<file path="src/nibcpu_pkg.sv">
// Shared types and constants for the nibble CPU execute block.
package nibcpu_pkg;

  localparam int RAM_COLS  = 8;
  localparam int RAM_LINES = 16;
  localparam int RAM_DEPTH = RAM_COLS * RAM_LINES;
  localparam int ADDR_W    = $clog2(RAM_DEPTH);

  localparam logic [3:0] ADX_NO_SKIP_IMM = 4'hA;

  typedef enum logic [4:0] {
    OP_LBL     = 5'd0,
    OP_EXBLA   = 5'd1,
    OP_LAX     = 5'd2,
    OP_LDA     = 5'd3,
    OP_EXC     = 5'd4,
    OP_ADD     = 5'd5,
    OP_ADD11   = 5'd6,
    OP_ADX     = 5'd7,
    OP_COMA    = 5'd8,
    OP_RC      = 5'd9,
    OP_SC      = 5'd10,
    OP_TA      = 5'd11,
    OP_TB      = 5'd12,
    OP_TC      = 5'd13,
    OP_TAM     = 5'd14,
    OP_TIS     = 5'd15,
    OP_TMI     = 5'd16,
    OP_TA0     = 5'd17,
    OP_TABL    = 5'd18,
    OP_RM      = 5'd19,
    OP_SM      = 5'd20,
    OP_CEND    = 5'd21,
    OP_IDIV    = 5'd22,
    OP_ILLEGAL = 5'd23
  } op_t;

  typedef struct packed {
    op_t        op;
    logic [3:0] imm_nibble;
    logic [6:0] second_byte;
    logic       alpha_pin;
    logic       beta_pin;
    logic       second_tick;
  } item_t;

  typedef struct packed {
    logic [3:0] acc;
    logic       carry_flag;
    logic [2:0] ptr_col;
    logic [3:0] ptr_line;
    logic       skip_pending;
    logic       lax_run;
    logic       seconds_flag;
  } core_state_t;

  typedef struct packed {
    logic was_skipped;
    logic sleep_request;
    logic divider_clear;
    logic illegal_halt;
  } status_t;

  typedef struct packed {
    logic             we;
    logic [ADDR_W-1:0] addr;
    logic [3:0]       wdata;
  } ram_write_t;

endpackage

</file>
<file path="src/nibcpu_ram.sv">
// Data RAM of the core with per-entry valid bits and a registered read port.
module nibcpu_ram
  import nibcpu_pkg::*;
(
  input  logic              clk,
  input  logic              rst,
  input  logic              re,
  input  logic [ADDR_W-1:0] raddr,
  input  ram_write_t        wr,
  output logic [3:0]        rdata
);

  logic [3:0]           mem [RAM_DEPTH];
  logic [RAM_DEPTH-1:0] entry_valid;
  logic [3:0]           rdata_q;
  logic                 rvalid_q;

  always_ff @(posedge clk) begin
    if (wr.we) begin
      mem[wr.addr] <= wr.wdata;
    end
    if (re) begin
      rdata_q <= mem[raddr];
    end
  end

  always_ff @(posedge clk) begin
    if (rst) begin
      entry_valid <= '0;
      rvalid_q    <= 1'b0;
    end else begin
      if (wr.we) begin
        entry_valid[wr.addr] <= 1'b1;
      end
      if (re) begin
        rvalid_q <= entry_valid[raddr];
      end
    end
  end

  assign rdata = rvalid_q ? rdata_q : 4'h0;

endmodule

</file>
<file path="src/nibcpu_alu.sv">
// Instruction execute logic: next core state, RAM write-back and result status.
module nibcpu_alu
  import nibcpu_pkg::*;
(
  input  item_t       item,
  input  core_state_t st,
  input  logic [3:0]  ram_rdata,
  output core_state_t st_next,
  output logic        ram_we,
  output logic [3:0]  ram_wdata,
  output status_t     status
);

  logic [1:0] bit_sel;
  logic [3:0] bit_mask;
  logic [4:0] sum_add;
  logic [4:0] sum_imm;
  logic       sec;
  logic       sk;

  always_comb begin
    bit_sel  = item.imm_nibble[1:0];
    bit_mask = 4'b0001 << bit_sel;
    sum_add  = {1'b0, st.acc} + {1'b0, ram_rdata} + {4'b0000, st.carry_flag};
    sum_imm  = {1'b0, st.acc} + {1'b0, item.imm_nibble};
    sec      = st.seconds_flag | item.second_tick;
    sk       = 1'b0;
    st_next  = st;
    st_next.seconds_flag = sec;
    ram_we    = 1'b0;
    ram_wdata = st.acc;
    status    = '0;

    if (st.lax_run && (item.op == OP_LAX)) begin
      status.was_skipped   = 1'b1;
      st_next.skip_pending = 1'b0;
    end else if (st.skip_pending) begin
      status.was_skipped   = 1'b1;
      st_next.skip_pending = 1'b0;
      st_next.lax_run      = 1'b0;
    end else begin
      st_next.lax_run = 1'b0;
      case (item.op)
        OP_LBL: begin
          st_next.ptr_col  = item.second_byte[6:4];
          st_next.ptr_line = item.second_byte[3:0];
        end
        OP_EXBLA: begin
          st_next.ptr_line = st.acc;
          st_next.acc      = st.ptr_line;
        end
        OP_LAX: begin
          st_next.acc     = item.imm_nibble;
          st_next.lax_run = 1'b1;
        end
        OP_LDA: begin
          st_next.acc     = ram_rdata;
          st_next.ptr_col = st.ptr_col ^ {1'b0, bit_sel};
        end
        OP_EXC: begin
          ram_we          = 1'b1;
          ram_wdata       = st.acc;
          st_next.acc     = ram_rdata;
          st_next.ptr_col = st.ptr_col ^ {1'b0, bit_sel};
        end
        OP_ADD: begin
          st_next.acc = st.acc + ram_rdata;
        end
        OP_ADD11: begin
          st_next.acc        = sum_add[3:0];
          st_next.carry_flag = sum_add[4];
          sk                 = sum_add[4];
        end
        OP_ADX: begin
          st_next.acc = sum_imm[3:0];
          sk          = sum_imm[4] && (item.imm_nibble != ADX_NO_SKIP_IMM);
        end
        OP_COMA:  st_next.acc = ~st.acc;
        OP_RC:    st_next.carry_flag = 1'b0;
        OP_SC:    st_next.carry_flag = 1'b1;
        OP_TA:    sk = item.alpha_pin;
        OP_TB:    sk = item.beta_pin;
        OP_TC:    sk = ~st.carry_flag;
        OP_TAM:   sk = (st.acc == ram_rdata);
        OP_TIS: begin
          sk                   = ~sec;
          st_next.seconds_flag = 1'b0;
        end
        OP_TMI:   sk = ram_rdata[bit_sel];
        OP_TA0:   sk = (st.acc == 4'h0);
        OP_TABL:  sk = (st.acc == st.ptr_line);
        OP_RM: begin
          ram_we    = 1'b1;
          ram_wdata = ram_rdata & ~bit_mask;
        end
        OP_SM: begin
          ram_we    = 1'b1;
          ram_wdata = ram_rdata | bit_mask;
        end
        OP_CEND:  status.sleep_request = 1'b1;
        OP_IDIV:  status.divider_clear = 1'b1;
        default:  status.illegal_halt  = 1'b1;
      endcase
      st_next.skip_pending = sk;
    end
  end

endmodule

</file>
<file path="src/nibble_cpu_alu_ram_execute.sv">
// Top level of the nibble CPU execute block.
//
// Requests arrive on the in channel (in_valid/in_ready), one decoded
// instruction each. Every request produces exactly one result on the out
// channel (out_valid/out_ready) carrying the accumulator, carry and RAM
// pointer after the instruction, plus the skip flag and the three pulses.
// An accepted request reads the data RAM at the current pointer in the same
// edge; once the output register is free, it is executed, writes the RAM back
// and loads the output register. A new request is taken only after the executing
// one has been passed to the output register, limited by the RAM read-execute-write
// loop on the shared pointer.
// The output register lets one request be accepted while the previous result
// still waits. When the receiver stalls longer, the executing request holds
// and in_ready stays low until the result is taken.
// Reset clears the accumulator, carry, pointer, skip and seconds state and
// marks every RAM entry as zero at once; requests are accepted in the first
// cycle after reset.
module nibble_cpu_alu_ram_execute
  import nibcpu_pkg::*;
(
  input  logic       clk,
  input  logic       rst,
  input  logic       in_valid,
  output logic       in_ready,
  input  logic [4:0] op,
  input  logic [3:0] imm_nibble,
  input  logic [6:0] second_byte,
  input  logic       alpha_pin,
  input  logic       beta_pin,
  input  logic       second_tick,
  output logic       out_valid,
  input  logic       out_ready,
  output logic [3:0] acc_out,
  output logic       carry_out,
  output logic [2:0] ptr_col_out,
  output logic [3:0] ptr_line_out,
  output logic       was_skipped,
  output logic       sleep_request,
  output logic       divider_clear,
  output logic       illegal_halt
);

  item_t       item;
  core_state_t st;
  core_state_t st_next;
  status_t     status;
  ram_write_t  ram_wr;
  logic        exec_valid;
  logic        exec_fire;
  logic        in_fire;
  logic        alu_we;
  logic [3:0]  alu_wdata;
  logic [3:0]  ram_rdata;
  logic [ADDR_W-1:0] ram_addr;

  assign in_ready  = ~exec_valid;
  assign in_fire   = in_valid & in_ready;
  assign exec_fire = exec_valid & (~out_valid | out_ready);
  assign ram_addr  = {st.ptr_col, st.ptr_line};

  always_ff @(posedge clk) begin
    if (in_fire) begin
      item.op          <= op_t'(op);
      item.imm_nibble  <= imm_nibble;
      item.second_byte <= second_byte;
      item.alpha_pin   <= alpha_pin;
      item.beta_pin    <= beta_pin;
      item.second_tick <= second_tick;
    end
  end

  always_ff @(posedge clk) begin
    if (rst) begin
      exec_valid <= 1'b0;
      out_valid  <= 1'b0;
      st         <= '0;
    end else begin
      if (in_fire) begin
        exec_valid <= 1'b1;
      end else if (exec_fire) begin
        exec_valid <= 1'b0;
      end
      if (exec_fire) begin
        out_valid <= 1'b1;
        st        <= st_next;
      end else if (out_ready) begin
        out_valid <= 1'b0;
      end
    end
  end

  always_ff @(posedge clk) begin
    if (exec_fire) begin
      acc_out       <= st_next.acc;
      carry_out     <= st_next.carry_flag;
      ptr_col_out   <= st_next.ptr_col;
      ptr_line_out  <= st_next.ptr_line;
      was_skipped   <= status.was_skipped;
      sleep_request <= status.sleep_request;
      divider_clear <= status.divider_clear;
      illegal_halt  <= status.illegal_halt;
    end
  end

  assign ram_wr.we    = alu_we & exec_fire;
  assign ram_wr.addr  = ram_addr;
  assign ram_wr.wdata = alu_wdata;

  nibcpu_ram u_ram (
    .clk   (clk),
    .rst   (rst),
    .re    (in_fire),
    .raddr (ram_addr),
    .wr    (ram_wr),
    .rdata (ram_rdata)
  );

  nibcpu_alu u_alu (
    .item      (item),
    .st        (st),
    .ram_rdata (ram_rdata),
    .st_next   (st_next),
    .ram_we    (alu_we),
    .ram_wdata (alu_wdata),
    .status    (status)
  );

endmodule

</file>
<file path="config.mk">
export PLATFORM = sky130hd
export DESIGN_NAME = nibble_cpu_alu_ram_execute
export DESIGN_NICKNAME = d
export VERILOG_FILES = /design/src/nibcpu_pkg.sv /design/src/nibcpu_ram.sv /design/src/nibcpu_alu.sv /design/src/nibble_cpu_alu_ram_execute.sv
export SDC_FILE = /design/constraint.sdc
export NUM_CORES = 1
export LEC_CHECK = 0
export CAP_MARGIN = 15
export CORE_AREA = 10 10 240 242
export DETAILED_ROUTE_END_ITERATION = 12
export DIE_AREA = 0 0 250 252
export DONT_BUFFER_PORTS = 1
export PLACE_DENSITY = 0.73
export SLEW_MARGIN = 20
export SYNTH_ARGS = -nofsm -noshare
export SYNTH_HDL_FRONTEND = slang
export SYNTH_SLANG_ARGS = --single-unit
</file>
<file path="constraint.sdc">
create_clock -name clk -period 13.1 [get_ports clk]
set_clock_uncertainty 0.2 [all_clocks]
set_input_delay 1.31 -clock clk [delete_from_list [all_inputs] [get_ports clk]]
set_output_delay 1.31 -clock clk [all_outputs]
set_load 0.02 [all_outputs]
</file>
==> results_dict.tcl <==
set metrics [dict create \
    io_pins 41 \
    finalPower_mw 4.65 \
    drv_cap 0 \
    die-area_um2 63000 \
    synth_ff_type "edfxtp_1" \
    status "finished clean" \
    dr.pass1.iters 7 \
    cp.arrival_ps 4350 \
    p_seq_frac 0.522 \
    drcViolationCount 0 \
    die_x_um 250 \
    clock_latency_ps 620 \
    min_from "u_ram.entry_valid[1]$_SDFFE_PP0P_" \
    drive_gt1_frac 0.141 \
    slowest_stage "o41ai_1" \
    ys_types 86 \
    crit_required_ps 13250 \
    post_cts_resized 0 \
    clk_path_buf_depth 3 \
    internal_power_mw 3.67 \
    synth-edff-count 551 \
    rows 84 \
    ys_seq_elements 697 \
    endpoint_kind "flop" \
    crit_family "compound AO/OA/AOI/OAI gates" \
    area_delta_synth_final_pct 10.7 \
    htree_levels 3 \
    numCtsBuffers 71 \
    power_density_nw_per_um2 146 \
    grtUsageMet3 0.0668 \
    period_needed_ps 4200 \
    switching_share 0.210 \
    io_buffers 0 \
    hold_class "flop to flop" \
    busiest_layer "met2" \
    synth_area_um2 28700 \
    crit_buf_inv 2 \
    ys_warn_count 0 \
    slowest_delay_ps 770 \
    drt_wl_total_um 82100 \
    clkSlewWorstSetupHoldPaths_ps 60 \
    grt_usage 0.254 \
    path_class "flop to flop" \
    syn-num-nets 2052 \
    finalWeightedCongestion 0.940 \
    rsz0062_at_grt "false" \
    ctsHoldBuffers 0 \
    irDropWorstVdd_mv 0.0934 \
    grt_pass1_vias 18300 \
    syn_avg_cell_area_um2 14.2 \
    combPwrFrac 0.035 \
    synth-async-reset-ratio 0 \
    yosysSeqAreaShare 0.679 \
    r2r_start "ram_addr[2]$_SDFFE_PP0P_" \
    slew_violations 0 \
    syn_inst 2017 \
    grt_util_met1 0.332 \
    cts_setup_buffers 0 \
    leakage_nw 10.1 \
    overflow 0 \
    crit_start "ram_addr[2]$_SDFFE_PP0P_" \
    fill_cells 3839 \
    fmax_mhz 238 \
    core_um2 52400 \
    min_period_over_period 0.321 \
    p_switching_mw 0.979 \
    hpwl_um 50100 \
    finalSetupViolCount 0 \
    hold_viol 0 \
    die_h_um 252 \
    cts_tree "built" \
    use_met2 0.390 \
    grt_pass1_wl_um 121000 \
    antenna_found_initial 3 \
    dr_total_vias 18800 \
    drt-initial-drc-count 2517 \
    viasPerCell 6.86 \
    cp_max_fo 108 \
    tightest_slew_ps 1030 \
    final_nets 2031 \
    worstPathCellList "buf_12 > buf_4 > mux2_2 > a221oi_1 > o22a_1 > nor2_1 > o41ai_1 > o211ai_1" \
    root_buffer "clkbuf_16" \
    slew_headroom 0.312 \
    rrSetupSlack_ps 8900 \
    postRouteAntennaNets 0 \
    fin_setup_tns_ps 0 \
    numClockSinks 697 \
    start_util 0.547 \
    crit_path_start_kind "flop" \
    clkPwrFrac 0.444 \
    wl_per_cell_um 29.9 \
    grt_max_degree 113 \
]
==> layer usage <==
layer  wire length [um]  vias to the layer above
met5                 21                        -
met4               3870                        4
met3               9920                      251
met2              37700                     1356
met1              30600                     9375
li1                   -                     7825
==> sequential cells by signal (all words and copies together) (netlist names), 3 cells and up <==
register and flops:
u_ram.mem 512, u_ram.entry_valid 128, item 19, st 8, ram_addr 7, acc_out 4, ptr_line_out 4, u_ram.rdata_q 4
ptr_col_out 3
==> through the flow <==
stage / hold slack (ps) / instance area, um2 / worst slack (ps) / util / std cells
floorplan: 231 / 28700 / 6720 / - / 2017
global placement: 245 / 29300 / 8940 / 0.560 / 2611
detailed placement: 252 / 29400 / 9010 / 0.560 / 2611
CTS: 266 / 31700 / 8990 / 0.605 / 2741
global route: 281 / 31800 / 8810 / 0.606 / 2741
finish: 264 / 31800 / 8900 / 0.606 / 2742
==> area by class of cell <==
type / count / area, um2 / area share
clock inverters: 26 / 277 / 0.00871
inverters: 26 / 98.8 / 0.00311
well taps: 688 / 861 / 0.0271
clock buffers: 104 / 2120 / 0.0667
repair buffers: 47 / 378 / 0.0119
multi-input cells: 1153 / 8540 / 0.269
diodes: 1 / 2.50 / 0.0000788
flip-flops and latches: 697 / 19500 / 0.613
==> power by group through the flow <==
stage / combinational (mW) / clock [mW] / sequential (mW)
5_1_grt: 0.169 / 2.17 / 2.43
4_1_cts: 0.157 / 2.08 / 2.43
2_1_floorplan: 0.0983 / 0 / 2.47
6_report: 0.161 / 2.06 / 2.43
3_3_place_gp: 0.154 / 0 / 2.47
3_5_place_dp: 0.157 / 0 / 2.47
==> worst reg2reg max path, stage by stage, from the launching register on <==
cell and delay (ps):
dfxtp_4 480, buf_12 530, buf_4 760, mux2_2 430, a221oi_1 360, o22a_1 180, nor2_1 60, o41ai_1 770
o211ai_1 150
==> path summary, 6_finish.rpt <==
check,endpoint,cells past startpoint
setup / recovery,u_ram.rdata_q[2]$_DFFE_PP_,8
hold / removal,u_ram.entry_valid[1]$_SDFFE_PP0P_,1
setup reg to reg,u_ram.rdata_q[2]$_DFFE_PP_,8
hold reg to reg,u_ram.entry_valid[1]$_SDFFE_PP0P_,1
==> cell usage after synthesis, types with 22 or more instances <==
cell | n | area share
inv_1 | 22 | 0.0029
buf_2 | 50 | 0.0087
a21oi_1 | 72 | 0.013
a22oi_1 | 58 | 0.015
dfxtp_1 | 146 | 0.10
clkbuf_1 | 70 | 0.0092
a221oi_1 | 67 | 0.020
nor2b_1 | 23 | 0.0050
edfxtp_1 | 551 | 0.58
mux2i_1 | 90 | 0.031
o21a_1 | 118 | 0.031
mux2_2 | 49 | 0.019
nor2_1 | 192 | 0.025
mux4_2 | 38 | 0.030
nand2_1 | 101 | 0.013
o21ai_0 | 43 | 0.0075
o22ai_1 | 33 | 0.0072
==> kinds of logic after synthesis <==
| group | share of synthesized area |
|---|---|
| adder cells (fa/ha/maj) | 0.00628 |
| buffers and inverters | 0.0269 |
| XOR/XNOR | 0.00275 |
| multiplexers | 0.0814 |
| AO/OA/AOI/OAI | 0.132 |
| AND/OR/NAND/NOR | 0.0724 |
| flip-flops | 0.679 |
==> cells in the final DEF (no fill, tap or decap), types with 38 or more instances in the layout <==
master	Yosys	layout
edfxtp_1	551	551
nor2_1	192	190
dfxtp_1	146	143
o21a_1	118	118
nand2_1	101	98
mux2i_1	90	90
clkbuf_16	0	77
a21oi_1	72	68
a221oi_1	67	67
a22oi_1	58	58
mux2_2	49	49
buf_4	16	45
o21ai_0	43	43
mux4_2	38	38
Note: power is estimated with default switching activity, not from simulation.
